## config.mk

```make
export PLATFORM = sky130hd
export DESIGN_NAME = tcm_seq
export DESIGN_NICKNAME = d
export VERILOG_FILES = /design/src/rtl/core/tcm_pkg.sv /design/src/rtl/core/tcm_seq.sv
export SDC_FILE = /design/constraint.sdc
export NUM_CORES = 1
export LEC_CHECK = 0
export BUFFER_PORTS_ARGS = -buffer_cell sky130_fd_sc_hd__buf_2
export CAP_MARGIN = 0
export CORE_UTILIZATION = 59
export DETAILED_ROUTE_END_ITERATION = 6
export PLACE_DENSITY = 0.85
export SYNTH_ARGS = -nofsm -noshare
export SYNTH_HDL_FRONTEND = slang
export SYNTH_SLANG_ARGS = --single-unit
export TNS_END_PERCENT = 100
```

## constraint.sdc

```tcl
create_clock -name clock -period 4.9 [get_ports clock]
set_clock_uncertainty 0.2 [all_clocks]
set_input_delay 0.98 -clock clock [delete_from_list [all_inputs] [get_ports clock]]
set_output_delay 0.98 -clock clock [all_outputs]
set_load 0.01 [all_outputs]
```

## src/rtl/core/tcm_pkg.sv

```systemverilog
// Shared types, codes and helpers for the tensor contraction block.
// No dependencies; every other file refers to it by scoped names.
package tcm_pkg;

   localparam int DATA_W    = 32;
   localparam int ACC_W     = 48;
   localparam int PROD_W    = 64;
   localparam int IDX_W     = 12;
   localparam int RIDX_W    = 9;
   localparam int CNT_W     = 4;
   localparam int ACT_W     = 3;
   localparam int CSR_IDX_W = 3;
   localparam int REQ_DATA_W = 48;
   localparam int RSP_DATA_W = 48;

   localparam logic [ACT_W-1:0] ACT_LOAD_A  = 3'd0;
   localparam logic [ACT_W-1:0] ACT_LOAD_U  = 3'd1;
   localparam logic [ACT_W-1:0] ACT_LOAD_B  = 3'd2;
   localparam logic [ACT_W-1:0] ACT_COMPUTE = 3'd3;
   localparam logic [ACT_W-1:0] ACT_READ    = 3'd4;

   localparam logic [CSR_IDX_W-1:0] REG_X_COUNT   = 3'd0;
   localparam logic [CSR_IDX_W-1:0] REG_W_COUNT   = 3'd1;
   localparam logic [CSR_IDX_W-1:0] REG_U_COUNT   = 3'd2;
   localparam logic [CSR_IDX_W-1:0] REG_A_COUNT   = 3'd3;
   localparam logic [CSR_IDX_W-1:0] REG_REP_COUNT = 3'd4;

   localparam logic STATUS_OK    = 1'b0;
   localparam logic STATUS_RANGE = 1'b1;

   localparam logic [ACC_W-1:0]  ACC_MAX   = 48'h7FFF_FFFF_FFFF;
   localparam logic [ACC_W-1:0]  ACC_MIN   = 48'h8000_0000_0000;
   localparam logic [PROD_W-1:0] TERM_POS_LIM = 64'h0000_7FFF_FFFF_FFFF;
   localparam logic [PROD_W-1:0] TERM_NEG_LIM = 64'h0000_8000_0000_0000;
   localparam logic [DATA_W-1:0] OUT_MAX   = 32'h7FFF_FFFF;
   localparam logic [DATA_W-1:0] OUT_MIN   = 32'h8000_0000;

   typedef struct packed {
      logic [CNT_W-1:0] x;
      logic [CNT_W-1:0] w;
      logic [CNT_W-1:0] u;
      logic [CNT_W-1:0] a;
      logic [CNT_W-1:0] r;
   } dims_type;

   typedef enum logic [1:0] {
      TOP_IDLE,
      TOP_READ,
      TOP_COMP
   } top_state_type;

   typedef enum logic [2:0] {
      SQ_IDLE,
      SQ_FETCH,
      SQ_MAU,
      SQ_MLO,
      SQ_MHI,
      SQ_TERM,
      SQ_ACC,
      SQ_WRITE
   } seq_state_type;

   typedef enum logic [2:0] {
      MAC_HOLD,
      MAC_CLEAR,
      MAC_AU,
      MAC_LO,
      MAC_HI,
      MAC_TERM,
      MAC_ACC
   } mac_op_type;

   function automatic int addr_width(int depth);
      return (depth > 1) ? $clog2(depth) : 1;
   endfunction

   // zero acts as one, anything above the maximum acts as the maximum
   function automatic logic [CNT_W-1:0] eff_count(logic [CNT_W-1:0] value, int maxv);
      if (value == '0) begin
         return CNT_W'(1);
      end else if (int'(value) > maxv) begin
         return CNT_W'(maxv);
      end else begin
         return value;
      end
   endfunction

endpackage

```

## src/rtl/core/tcm_seq.sv

```systemverilog
// Compute sequencer: walks r, i, j, k, l, drives store read addresses, steps
// the shared MAC through its phases and writes each finished output element.
// Depends on tcm_pkg.
module tcm_seq #(
   parameter int VEC_DEPTH = 8,
   parameter int MAT_DEPTH = 64,
   parameter int TEN_DEPTH = 4096,
   parameter int OUT_DEPTH = 512
) (
   input  logic                                      clock,
   input  logic                                      reset,
   input  logic                                      start,
   input  tcm_pkg::dims_type                         dims,
   output logic [tcm_pkg::addr_width(VEC_DEPTH)-1:0] vec_addr,
   output logic [tcm_pkg::addr_width(MAT_DEPTH)-1:0] mat_addr,
   output logic [tcm_pkg::addr_width(TEN_DEPTH)-1:0] ten_addr,
   output logic                                      out_we,
   output logic [tcm_pkg::addr_width(OUT_DEPTH)-1:0] out_addr,
   output tcm_pkg::mac_op_type                       mac_op,
   output logic                                      done
);

   localparam int VEC_AW = tcm_pkg::addr_width(VEC_DEPTH);
   localparam int MAT_AW = tcm_pkg::addr_width(MAT_DEPTH);
   localparam int TEN_AW = tcm_pkg::addr_width(TEN_DEPTH);
   localparam int OUT_AW = tcm_pkg::addr_width(OUT_DEPTH);

   tcm_pkg::seq_state_type state_ff, state_in;

   logic [tcm_pkg::CNT_W-1:0] l_ff, l_in, k_ff, k_in, j_ff, j_in;
   logic [tcm_pkg::CNT_W-1:0] i_ff, i_in, r_ff, r_in;
   logic [TEN_AW-1:0]         ten_ptr_ff, ten_ptr_in;
   logic [MAT_AW-1:0]         mat_base_ff, mat_base_in;
   logic [OUT_AW-1:0]         ir_ff, ir_in;
   logic [OUT_AW-1:0]         joff_ff, joff_in;

   logic [2*tcm_pkg::CNT_W-1:0] rx;
   logic last_l, last_k, last_j, last_i, last_r;

   assign rx     = (2*tcm_pkg::CNT_W)'(dims.r) * (2*tcm_pkg::CNT_W)'(dims.x);
   assign last_l = (l_ff == dims.a - tcm_pkg::CNT_W'(1));
   assign last_k = (k_ff == dims.u - tcm_pkg::CNT_W'(1));
   assign last_j = (j_ff == dims.w - tcm_pkg::CNT_W'(1));
   assign last_i = (i_ff == dims.x - tcm_pkg::CNT_W'(1));
   assign last_r = (r_ff == dims.r - tcm_pkg::CNT_W'(1));

   assign vec_addr = VEC_AW'(l_ff);
   assign mat_addr = mat_base_ff + MAT_AW'(k_ff);
   assign ten_addr = ten_ptr_ff;
   assign out_addr = ir_ff + joff_ff;

   always_comb begin
      state_in    = state_ff;
      l_in        = l_ff;
      k_in        = k_ff;
      j_in        = j_ff;
      i_in        = i_ff;
      r_in        = r_ff;
      ten_ptr_in  = ten_ptr_ff;
      mat_base_in = mat_base_ff;
      ir_in       = ir_ff;
      joff_in     = joff_ff;
      out_we      = 1'b0;
      done        = 1'b0;
      mac_op      = tcm_pkg::MAC_HOLD;
      case (state_ff)
         tcm_pkg::SQ_IDLE: begin
            mac_op = tcm_pkg::MAC_CLEAR;
            if (start) begin
               l_in        = '0;
               k_in        = '0;
               j_in        = '0;
               i_in        = '0;
               r_in        = '0;
               ten_ptr_in  = '0;
               mat_base_in = '0;
               ir_in       = '0;
               joff_in     = '0;
               state_in    = tcm_pkg::SQ_FETCH;
            end
         end
         tcm_pkg::SQ_FETCH: begin
            state_in = tcm_pkg::SQ_MAU;
         end
         tcm_pkg::SQ_MAU: begin
            mac_op   = tcm_pkg::MAC_AU;
            state_in = tcm_pkg::SQ_MLO;
         end
         tcm_pkg::SQ_MLO: begin
            mac_op   = tcm_pkg::MAC_LO;
            state_in = tcm_pkg::SQ_MHI;
         end
         tcm_pkg::SQ_MHI: begin
            mac_op   = tcm_pkg::MAC_HI;
            state_in = tcm_pkg::SQ_TERM;
         end
         tcm_pkg::SQ_TERM: begin
            mac_op   = tcm_pkg::MAC_TERM;
            state_in = tcm_pkg::SQ_ACC;
         end
         tcm_pkg::SQ_ACC: begin
            mac_op     = tcm_pkg::MAC_ACC;
            ten_ptr_in = ten_ptr_ff + TEN_AW'(1);
            state_in   = tcm_pkg::SQ_FETCH;
            if (!last_l) begin
               l_in = l_ff + tcm_pkg::CNT_W'(1);
            end else begin
               l_in = '0;
               if (!last_k) begin
                  k_in = k_ff + tcm_pkg::CNT_W'(1);
               end else begin
                  k_in     = '0;
                  state_in = tcm_pkg::SQ_WRITE;
               end
            end
         end
         tcm_pkg::SQ_WRITE: begin
            mac_op   = tcm_pkg::MAC_CLEAR;
            out_we   = 1'b1;
            state_in = tcm_pkg::SQ_FETCH;
            if (!last_j) begin
               j_in    = j_ff + tcm_pkg::CNT_W'(1);
               joff_in = joff_ff + OUT_AW'(rx);
            end else begin
               j_in    = '0;
               joff_in = '0;
               ir_in   = ir_ff + OUT_AW'(1);
               if (!last_i) begin
                  i_in = i_ff + tcm_pkg::CNT_W'(1);
               end else begin
                  i_in = '0;
                  if (!last_r) begin
                     r_in        = r_ff + tcm_pkg::CNT_W'(1);
                     mat_base_in = mat_base_ff + MAT_AW'(dims.u);
                     ten_ptr_in  = '0;
                  end else begin
                     done     = 1'b1;
                     state_in = tcm_pkg::SQ_IDLE;
                  end
               end
            end
         end
         default: begin
            state_in = tcm_pkg::SQ_IDLE;
         end
      endcase
   end

   always_ff @(posedge clock) begin
      if (reset) begin
         state_ff    <= tcm_pkg::SQ_IDLE;
         l_ff        <= '0;
         k_ff        <= '0;
         j_ff        <= '0;
         i_ff        <= '0;
         r_ff        <= '0;
         ten_ptr_ff  <= '0;
         mat_base_ff <= '0;
         ir_ff       <= '0;
         joff_ff     <= '0;
      end else begin
         state_ff    <= state_in;
         l_ff        <= l_in;
         k_ff        <= k_in;
         j_ff        <= j_in;
         i_ff        <= i_in;
         r_ff        <= r_in;
         ten_ptr_ff  <= ten_ptr_in;
         mat_base_ff <= mat_base_in;
         ir_ff       <= ir_in;
         joff_ff     <= joff_in;
      end
   end

   a_acc_after_term: assert property (@(posedge clock) disable iff (reset)
      (state_ff == tcm_pkg::SQ_ACC) |-> ($past(state_ff) == tcm_pkg::SQ_TERM))
      else $error("accumulate step without a preceding term step");

   a_ten_in_range: assert property (@(posedge clock) disable iff (reset)
      (state_ff != tcm_pkg::SQ_IDLE) |-> (int'(ten_addr) < TEN_DEPTH))
      else $error("tensor address beyond store depth");

   a_out_in_range: assert property (@(posedge clock) disable iff (reset)
      out_we |-> (int'(out_addr) < OUT_DEPTH))
      else $error("output write beyond store depth");

endmodule

```

==> reports/summary.md, run 1 <==
Clocking
- 0.34 ns — later-pin clock latency in the skew report
- 59 — clock sink count
- clkbuf_8 — cell at the root of the clock tree
- 0 — post-CTS resize count
- 3 — H-tree depth reported by CTS
- 0 — post-CTS setup repair buffer count
- 2 — maximum root-to-sink buffer count
- 0.06 ns — Worst-path clk slew
- built — CTS tree
- 0 — # hold bufs at CTS
- 9 — CTS Buf Count

Die
- 31 — number of placement rows
- 89.1 um — die span in x
- 58 — number of I/O pins
- 0.00729 mm2 — floorplan core area
- 89.1 um — die extent in y
- 0.00794 mm2 — area enclosed by the die boundary
- 61.4% — starting density of the core

Critical path
- fa_1 — cell mode on critical path
- primary input to flip-flop — Crit Path Class
- primary input — Worst Setup Start Kind
- flip-flop — sort of element at the end of the critical path
- 4.95 ns — CP required
- 5 — worst-path maximum fanout
- adder cells — Crit path max-delay family
- joff_ff[2]$_SDFFE_PP0P_ — Reg2Reg Launch Point
- dims[0] — origin of the worst setup path
- 1.98 ns — worst setup slack for register-to-register paths
- fa_1 — cell type of the slowest stage on the worst timing path
- 2 — Critical path buffers and inverters
- buf_2, nand2_1, fa_1, fa_1, fa_1, inv_1, ha_1, nand3_1, o211ai_1, o41ai_1, xnor2_1, o211ai_1, nor3b_1 — crit path cell chain
- 0.53 ns — slowest stage delay, CP
- 4.27 ns — Arr. time, crit path
- joff_ff[8]$_SDFFE_PP0P_ — r2r endpoint
- 10 — cells on worst reg2reg path

Worst hold path
- flip-flop to flip-flop — type of the most critical hold path
- 2 — Hold Crit Depth
- mat_base_ff[0]$_SDFFE_PP0P_ — WHS Endpoint
- mat_base_ff[0]$_SDFFE_PP0P_ — critical hold path startpoint

Synth
- 0 — number of warning messages in the yosys log
- 607 — Synthesized Nets
- 26.4% — Seq/Total Area, Yosys
- 0.00448 mm2 — Cell Area, Synth
- dfxtp_1 — primary flip-flop cell chosen by synthesis mapping
- 527 — cell count after synthesis
- 56 — number of distinct library cells after synthesis
- 8.50 um2 — average instance area after synthesis
- 26.4% — share of the synthesized area in the top cell type
- 0 — number of synthesized flops with an enable pin
- 0% — Post-synth ARST share
- dfxtp_1 — cell taking the most area after synthesis
- 59 — post-synthesis sequential element count
- dfxtp_1 26%, ha_1 13%, xnor2_1 9.0% — most area-consuming cells after synthesis

Placement
- 7420 um — Detail Placement HPWL
- 0.878 — routability cong.
- 57 — number of buffers inserted by port buffering
- 0.00480 mm2 — post-place instance area

Drt
- 9580 um — final WL
- 0 — post-route antenna net violation count
- 0 — drt drc
- 172 — number of DRC markers after the initial detailed-route iteration
- 14.0 um — average wire length per cell after detail routing
- 3836 — routed via count
- 5.61 — number of vias per cell
- 5 — Initial DRT Pass Iterations

Cells and area
- 68.3% — Post-Route Utilization
- 0.00498 mm2 — post-layout instance area
- 11.3% — layout overhead on the synthesized area
- nor2_1 — commonest non-fill, non-tap cell in the layout
- 0.00118 mm2 — Storage cell area
- 15.4% — share of final-layout standard cells stronger than drive strength 1
- 0.00296 mm2 — area of combinational cells with multiple inputs
- 660 — final net count
- 613 — final-layout fill cell count
- 65 x nor2_1, 62 x inv_1, 59 x dfxtp_1 — most frequent cells in the layout
- 0 — number of diodes added for antenna fixing

Global route
- 5.54% — global routing usage on met3
- 43.4% — global routing met2 resource utilization
- 0 — Remaining Overflow, GRT
- 30.0% — met1 usage in global routing
- 0 — initial antenna violation count
- 3509 — via count of the first global-routing pass
- 25.0% — global router's overall resource usage
- met2 — busiest grt layer
- 15300 um — global-route wire length before repair
- 32 — maximum number of pins on one net before global-route repair

STA
- no — RSZ-0062 raised after global routing
- 0 — number of slew-limit violations in the final report
- 0 — total setup violations reported at the end of the flow
- 0 — Final Hold Vio Count
- 57.2% — Max-Slew Margin vs Limit
- 0.237 GHz — maximum operating frequency
- 4.21 ns — shortest period the worst path allows
- 0.302 ns — Final Hold Slack
- 0 ns — aggregate negative setup slack
- 86.0% — final cycle utilization of the critical path
- 0.636 ns — Worst Max-Slew Pin Slew

Outcome
- finished clean — result of the run

Pwr
- 2.30 nW — static leakage
- 0.148 mV — Max VDD drop
- 239 mW/mm2 — total power per unit cell area

Run
- 0 — number of max-capacitance violations reported

[metrics by stage]
stage | std cells | total power [mW] | setup slack, ns
after floorplan | 527 | 0.704 | 0.761
after global placement | 668 | 0.754 | 0.528
after global routing | 684 | 1.24 | 0.501
final | 684 | 1.19 | 0.688
after detailed placement | 668 | 0.767 | 0.357
after CTS | 684 | 1.19 | 0.692
[logic make-up after synthesis]
group	Yosys count	share of synthesized area, %
multiplexers	4	0.894
XOR/XNOR	73	14.6
adder cells (fa/ha/maj)	57	17.9
AND/OR/NAND/NOR	176	21.3
flip-flops	59	26.4
buffers and inverters	79	7.54
AO/OA/AOI/OAI	79	11.4
[where the power goes]
part / leakage (nW) / internal [mW] / switching (mW)
Clock: 0.0971 / 0.233 / 0.195
Combinational: 1.73 / 0.0972 / 0.157
Sequential: 0.476 / 0.488 / 0.0180
[synth_stat cells (all sizes together) (2+ instances only)]
master	number
xnor2	46
inv	62
a22oi	8
o21ai	10
nor2b	3
nand3b	2
clkbuf	6
o31ai	2
nand3	19
o31a	2
nand4	9
or2	2
mux2i	4
buf	11
nor2	67
nor3	15
fa	12
xor2	26
o211ai	2
a21oi	25
a21o	9
nand2b	4
ha	45
o21bai	4
nor4	9
nand2	24
a311oi	3
dfxtp	59
a211oi	2
and4	3
o22ai	5
and2	10
or3	5
[cell type report]
cell class                 count  area share, %
clock buffer                  11           2.64
clock inverter                 5           1.08
inverter                      62           4.67
multi-input combinational    389           59.4
sequential                    59           23.7
tap                           99           2.49
timing repair buffer          59           6.03
[sequential cells by signal, summed over array words and instances, names as in the netlist]
name and cells:
j_ff 4, ir_ff 9, joff_ff 9, ten_addr 12, state_ff 3, k_ff 4, l_ff 4, r_ff 4
mat_base_ff 6, i_ff 4
[routing by layer]
layer | share of wire [%] | routed length (um) | vias to the layer above
met5 | 0 | 0 | -
met1 | 44 | 4210 | 1817
met3 | 4.7 | 447 | 22
met4 | 2.5 | 237 | 0
li1 | - | - | 1888
met2 | 49 | 4690 | 109
[worst min-delay path, stage by stage, from the launching register on]
cell     delay (ns)
dfxtp_1        0.33
inv_1          0.05
o22ai_1        0.07
[worst max path at each step]
stage | cells past startpoint | endpoint | slack (ns)
final | 13 | joff_ff[8]$_SDFFE_PP0P_ | 0.69
after global routing | 13 | joff_ff[8]$_SDFFE_PP0P_ | 0.50
after CTS | 13 | joff_ff[8]$_SDFFE_PP0P_ | 0.69
after detailed placement | 13 | joff_ff[8]$_SDFFE_PP0P_ | 0.36
after global placement | 14 | joff_ff[7]$_SDFFE_PP0P_ | 0.53
after floorplan | 13 | joff_ff[7]$_SDFFE_PP0P_ | 0.76
(Power assumes the default switching activity.)
==> run 2, diff against run 1 <==
--- a/config.mk
+++ b/config.mk
@@ -5,11 +5,12 @@
 export SDC_FILE = /design/constraint.sdc
 export NUM_CORES = 1
 export LEC_CHECK = 0
+export ABC_AREA = 1
 export BUFFER_PORTS_ARGS = -buffer_cell sky130_fd_sc_hd__buf_2
 export CAP_MARGIN = 0
-export CORE_UTILIZATION = 59
+export CORE_UTILIZATION = 60
 export DETAILED_ROUTE_END_ITERATION = 6
-export PLACE_DENSITY = 0.85
+export PLACE_DENSITY = 0.86
 export SYNTH_ARGS = -nofsm -noshare
 export SYNTH_HDL_FRONTEND = slang
 export SYNTH_SLANG_ARGS = --single-unit
==> reports/summary.md, run 2 <==
STA
- 37.3% — Max-Slew Margin vs Limit, -20 points
- 0 — total setup violations reported at the end of the flow, unchanged
- 3.92 ns — shortest period the worst path allows, -0.295 ns
- 79.9% — final cycle utilization of the critical path, -6.0 points
- 0.255 GHz — maximum operating frequency, +7.5%
- 0.983 ns — Setup WS post-layout, +0.295 ns
- 0.937 ns — Worst Max-Slew Pin Slew, +0.301 ns
- 0 ns — aggregate negative setup slack, unchanged
- 0 — Final Hold Vio Count, unchanged
- no — RSZ-0062 raised after global routing
- 0 — number of slew-limit violations in the final report, unchanged

Synth
- 6.68 um2 — average instance area after synthesis, -21%
- dfxtp_1 — primary flip-flop cell chosen by synthesis mapping
- 828 — Synthesized Nets, +36%
- dfxtp_1 24%, nand2_1 15%, ha_1 11% — most area-consuming cells after synthesis
- 0% — Post-synth ARST share, unchanged
- 0 — number of synthesized flops with an enable pin, unchanged
- dfxtp_1 — cell taking the most area after synthesis
- 199 x nand2_1, 119 x inv_1, 63 x a21oi_1 — top cells by instance count after synthesis
- 59 — post-synthesis sequential element count, unchanged
- 35 — number of distinct library cells after synthesis, -38%
- 23.6% — Seq/Total Area, Yosys, -2.7 points
- 0 — number of warning messages in the yosys log, unchanged
- 748 — cell count after synthesis, +42%
- 0.00500 mm2 — Cell Area, Synth, +12%
- 23.6% — share of the synthesized area in the top cell type, -2.7 points
- nand2_1 — most repeated cell in the gate-level netlist after synthesis

Outcome
- finished clean — result of the run

Global route
- 47 — maximum number of pins on one net before global-route repair, +47%
- 0 — initial antenna violation count, unchanged
- 27.5% — global router's overall resource usage, +2.5 points
- 19400 um — global-route wire length before repair, +27%
- 4670 — via count of the first global-routing pass, +33%
- 0 — Remaining Overflow, GRT, unchanged

Cells and area
- 878 — final net count, +33%
- 12 — number of flip-flops in the largest register, unchanged
- 199 x nand2_1, 119 x inv_1, 63 x a21oi_1 — most frequent cells in the layout
- 0.00325 mm2 — area of combinational cells with multiple inputs, +10%
- 659 — final-layout fill cell count, +7.5%
- nand2_1 — commonest non-fill, non-tap cell in the layout
- 69.7% — Post-Route Utilization, +1.4 points
- 0.00118 mm2 — Storage cell area, unchanged
- 10.0% — layout overhead on the synthesized area
- 12.2% — share of final-layout standard cells stronger than drive strength 1, -3.2 points
- 0 — number of diodes added for antenna fixing, unchanged

Drt
- 4901 — routed via count, +28%
- 5.42 — number of vias per cell, -3.4%
- 12.6 um — average wire length per cell after detail routing, -9.9%
- 5 — Initial DRT Pass Iterations, unchanged
- 0 — drt drc, unchanged
- 195 — number of DRC markers after the initial detailed-route iteration, +13%
- 11400 um — final WL, +19%
- 0 — post-route antenna net violation count, unchanged

Critical path
- primary input to flip-flop — Crit Path Class
- flip-flop — sort of element at the end of the critical path
- 2.28 ns — worst setup slack for register-to-register paths, +0.30 ns
- 4.89 ns — CP required, -0.06 ns
- joff_ff[6]$_SDFFE_PP0P_ — destination of the critical timing path
- i_ff[2]$_SDFFE_PP0P_ — r2r endpoint
- 3.90 ns — Arr. time, crit path, -0.37 ns
- state_ff[2]$_SDFFE_PP0P_ — Reg2Reg Launch Point
- primary input — Worst Setup Start Kind
- 9 — cells on worst reg2reg path, -1
- 6 — worst-path maximum fanout, +1
- dims[0] — origin of the worst setup path

Die
- 0.00789 mm2 — floorplan core area, +8.2%
- 0.00870 mm2 — area enclosed by the die boundary, +9.5%
- 63.4% — starting density of the core, +2.0 points
- 93.3 um — die extent in y, +4.7%
- 32 — number of placement rows, +3.2%
- 58 — number of I/O pins, unchanged
- 93.3 um — die span in x, +4.7%

Clocking
- 59 — clock sink count, unchanged
- 0 — post-CTS resize count, unchanged
- 9 — CTS Buf Count, unchanged
- 2 — maximum root-to-sink buffer count, unchanged
- 0 — # hold bufs at CTS, unchanged
- 0.08 ns — Worst-path clk slew, +0.02 ns
- 0.34 ns — later-pin clock latency in the skew report, about the same
- 0 — post-CTS setup repair buffer count, unchanged
- built — CTS tree
- 3 — H-tree depth reported by CTS, unchanged
- clkbuf_8 — cell at the root of the clock tree

Pwr
- 216 mW/mm2 — total power per unit cell area, -9.3%
- 0.173 mV — Max VDD drop, +17%
- 2.79 nW — static leakage, +21%

Placement
- 57 — number of buffers inserted by port buffering, unchanged
- 0.889 — routability cong., +1.2%
- 0.661 ns — Setup Slack @ Placement, +0.305 ns
- 8750 um — Detail Placement HPWL, +18%

Worst hold path
- flip-flop to flip-flop — type of the most critical hold path

Run
- 0 — number of max-capacitance violations reported, unchanged

run 2: cell count changes after synthesis, moves of 7 or more:
cell     delta
a21o_1      -7
a21oi_1    +38
a22oi_1     -8
and2_1     -10
inv_1      +57
nand2_1   +175
nand3_1    +37
nor2_1     -13
nor3_2      -7
or2_2       +8
xnor2_1    -24
run 2: worst min path at each step:
stage	cells after the start	startpoint	end
6_report	2	ten_addr[11]$_SDFFE_PP0P_	ten_addr[11]$_SDFFE_PP0P_
5_1_grt	2	mat_base_ff[2]$_SDFFE_PP0P_	mat_base_ff[2]$_SDFFE_PP0P_
4_1_cts	2	ten_addr[11]$_SDFFE_PP0P_	ten_addr[11]$_SDFFE_PP0P_
3_5_place_dp	2	ten_addr[11]$_SDFFE_PP0P_	ten_addr[11]$_SDFFE_PP0P_
3_3_place_gp	2	mat_base_ff[5]$_SDFFE_PP0P_	mat_base_ff[5]$_SDFFE_PP0P_
2_1_floorplan	2	mat_base_ff[5]$_SDFFE_PP0P_	mat_base_ff[5]$_SDFFE_PP0P_
run 2: worst max-delay path, stage by stage:
cell	delay, ns
buf_2	0.14
nand2_1	0.09
fa_1	0.51
fa_1	0.51
fa_1	0.51
inv_1	0.04
ha_1	0.37
a21oi_1	0.15
nand2_1	0.10
nand2_1	0.09
nand2_1	0.05
nand2_1	0.05
nand2_1	0.07
nor2_1	0.09
nor2_1	0.05
nand2_1	0.05
a21oi_1	0.05
run 2: layout make-up:
type / count / area share, %
clock buffers: 10 / 2.32
flip-flops and latches: 59 / 21.5
clock inverters: 6 / 1.18
multi-input cells: 549 / 59.2
inverters: 122 / 8.33
well taps: 102 / 2.32
repair buffers: 57 / 5.19
run 2: layer usage:
layer | track usage (%) | up-vias | share of wire, %
met5 | 0 | - | 0
met4 | 8.46 | 0 | 1.7
met3 | 6.02 | 29 | 5.0
met2 | 52.0 | 157 | 51
met1 | 30.3 | 2234 | 42
li1 | - | 2481 | -
run 2: cell families after synthesis:
family                   share of synthesized area [%]
flip-flops                                        23.6
AND/OR/NAND/NOR                                   30.1
buffers and inverters                             11.3
adder cells (fa/ha/maj)                           16.1
AO/OA/AOI/OAI                                     10.1
XOR/XNOR                                          8.76
run 2: power breakdown:
part	switching (mW)	internal, mW	total, mW
logic	0.171	0.0855	0.256
registers	0.0115	0.487	0.498
clock network	0.200	0.236	0.436
run 2: stage by stage:
| step | cells | hold WS, ns | total power, mW | instance area, um2 |
|---|---|---|---|---|
| after global routing | 905 | 0.333 | 1.25 | 5500 |
| after global placement | 889 | 0.268 | 0.749 | 5310 |
| after detailed placement | 889 | 0.282 | 0.760 | 5310 |
| final | 905 | 0.290 | 1.19 | 5500 |
| after CTS | 905 | 0.292 | 1.19 | 5500 |
| after floorplan | 748 | 0.254 | 0.706 | 5000 |
==> run 3, diff against run 2 <==
==> constraint.sdc (replaced) <==
create_clock -name clock -period 3.94 [get_ports clock]
set_clock_uncertainty 0.2 [all_clocks]
set_input_delay 0.788 -clock clock [delete_from_list [all_inputs] [get_ports clock]]
set_output_delay 0.788 -clock clock [all_outputs]
set_load 0.01 [all_outputs]
==> reports/summary.md, run 3 (synthesized netlist as in run 2, its figures left out) <==
Outcome
- finished clean — result of the run

Critical path
- 1.47 ns — worst setup slack for register-to-register paths, -0.81 ns
- flip-flop — sort of element at the end of the critical path
- primary input — Worst Setup Start Kind
- fa_1 — cell type of the slowest stage on the worst timing path
- primary input to flip-flop — Crit Path Class
- k_ff[0]$_SDFFE_PP0P_ — r2r endpoint
- 0.51 ns — slowest stage delay, CP, about the same
- nand2_1 — cell mode on critical path
- 5 — worst-path maximum fanout, -1
- 3.96 ns — CP required, -0.93 ns
- state_ff[2]$_SDFFE_PP0P_ — Reg2Reg Launch Point
- 7 — cells on worst reg2reg path, -2
- 3.61 ns — Arr. time, crit path, -0.29 ns
- buf_2, nand2_1, fa_1, fa_1, fa_1, inv_1, ha_1, a21oi_1, nand2_1, nand2_1, nand2_1, nand2_1, nand2_1, nor2_1, nor2_1, nand2_1, a21oi_1 — crit path cell chain

Clocking
- 59 — clock sink count, unchanged
- 9 — CTS Buf Count, unchanged
- 0 — # hold bufs at CTS, unchanged
- 0 — post-CTS setup repair buffer count, unchanged
- 3 — H-tree depth reported by CTS, unchanged
- 0.35 ns — later-pin clock latency in the skew report, about the same
- 0 — post-CTS resize count, unchanged
- 0.07 ns — Worst-path clk slew, about the same
- clkbuf_8 — cell at the root of the clock tree
- 2 — maximum root-to-sink buffer count, unchanged
- built — CTS tree

STA
- 0 — total setup violations reported at the end of the flow, unchanged
- 0 — Final Hold Vio Count, unchanged
- 91.1% — final cycle utilization of the critical path
- 40.2% — Max-Slew Margin vs Limit, +2.9 points
- 0.279 GHz — maximum operating frequency
- 0.893 ns — Worst Max-Slew Pin Slew, -0.0435 ns
- 3.59 ns — shortest period the worst path allows
- no — RSZ-0062 raised after global routing
- 0 ns — aggregate negative setup slack, unchanged
- 0 — number of slew-limit violations in the final report, unchanged

Drt
- 187 — number of DRC markers after the initial detailed-route iteration, -4.1%
- 0 — post-route antenna net violation count, unchanged
- 4833 — routed via count, -1.4%
- 6 — Initial DRT Pass Iterations, +1
- 5.31 — number of vias per cell, -2.0%
- met4 — topmost layer with routed signal wires
- 508 um — met3 wire length, -11%
- 11100 um — final WL, -2.7%
- 0 — drt drc, unchanged
- 5590 um — total met2 wirelength after detailed routing, -3.4%
- 12.2 um — average wire length per cell after detail routing, -3.3%
- 4810 um — metal1 wirelength, -0.95%

Worst hold path
- ten_addr[11]$_SDFFE_PP0P_ — WHS Endpoint
- flip-flop to flip-flop — type of the most critical hold path
- 2 — Hold Crit Depth, unchanged
- ten_addr[11]$_SDFFE_PP0P_ — critical hold path startpoint

Cells and area
- 10.9% — layout overhead on the synthesized area
- 70.3% — Post-Route Utilization, +0.57 points
- 653 — final-layout fill cell count, -0.91%
- 12 — number of flip-flops in the largest register, unchanged
- 884 — final net count, +0.68%
- nand2_1 — commonest non-fill, non-tap cell in the layout
- 0 — number of diodes added for antenna fixing, unchanged
- 199 x nand2_1, 119 x inv_1, 63 x a21oi_1 — most frequent cells in the layout
- 13.0% — share of final-layout standard cells stronger than drive strength 1, +0.77 points

Run
- 0 — number of max-capacitance violations reported, unchanged

Die
- 0.00870 mm2 — area enclosed by the die boundary, unchanged
- 93.3 um — die span in x, unchanged
- 0.00789 mm2 — floorplan core area, unchanged
- 93.3 um — die extent in y, unchanged
- 58 — number of I/O pins, unchanged
- 32 — number of placement rows, unchanged
- 63.4% — starting density of the core, unchanged

Global route
- 0 — Remaining Overflow, GRT, unchanged
- 27.2% — global router's overall resource usage, -0.25 points
- 19300 um — global-route wire length before repair, -0.46%
- 47 — maximum number of pins on one net before global-route repair, unchanged
- 4693 — via count of the first global-routing pass, +0.49%
- 0 — initial antenna violation count, unchanged

Placement
- 0.868 — routability cong., -2.3%
- 8720 um — Detail Placement HPWL, -0.34%
- 57 — number of buffers inserted by port buffering, unchanged

Pwr
- 268 mW/mm2 — total power per unit cell area, +24%
- 0.176 mV — Max VDD drop, +1.5%
- 2.81 nW — static leakage, +1.0%

==> run 3: layout make-up <==
cell class	count	area, um2	share of cell area, %
multi-input combinational	549	3250	58.7
clock inverter	7	68.8	1.24
timing repair buffer	63	330	5.96
clock buffer	9	124	2.23
sequential	59	1180	21.3
tap	102	128	2.30
inverter	122	458	8.26
==> run 3: worst max-delay path by stage <==
| stage | slack (ns) | depth (start not counted) | from | end |
|---|---|---|---|---|
| final | 0.35 | 17 | dims[1] | joff_ff[6]$_SDFFE_PP0P_ |
| after global routing | 0.16 | 14 | dims[1] | joff_ff[8]$_SDFFE_PP0P_ |
| after CTS | 0.35 | 17 | dims[1] | joff_ff[6]$_SDFFE_PP0P_ |
| after detailed placement | -0.01 | 17 | dims[1] | joff_ff[6]$_SDFFE_PP0P_ |
| after global placement | 0.07 | 17 | dims[1] | joff_ff[6]$_SDFFE_PP0P_ |
| after floorplan | 0.24 | 16 | dims[0] | joff_ff[6]$_SDFFE_PP0P_ |
==> run 3: per-layer routing <==
layer	vias up	global-route usage (%)
met2	130	50.1
met5	-	0
met4	0	11.3
met3	26	5.12
li1	2481	-
met1	2196	30.6
==> run 3: critical path, delay by kind of cell <==
kind / cells / cell delay, ns
buf+inv: 2 / 0.16
fa+ha+maj: 4 / 1.84
simple gates: 9 / 0.61
compound gates: 2 / 0.20
==> run 3: power breakdown <==
| group | total (mW) | switching, mW | leakage, nW | internal, mW |
|---|---|---|---|---|
| registers | 0.619 | 0.0138 | 0.476 | 0.606 |
| clock network | 0.543 | 0.254 | 0.0950 | 0.289 |
| logic | 0.322 | 0.209 | 2.24 | 0.112 |
==> run 3: metrics by stage <==
stage	setup slack [ns]	hold slack, ns	area [um2]	power [mW]	std cells
3_5_place_dp	-0.0132	0.287	5350	0.953	895
4_1_cts	0.354	0.296	5540	1.49	911
6_report	0.351	0.298	5540	1.48	911
2_1_floorplan	0.241	0.254	5000	0.877	748
3_3_place_gp	0.0719	0.271	5350	0.938	895
5_1_grt	0.157	0.319	5540	1.56	911
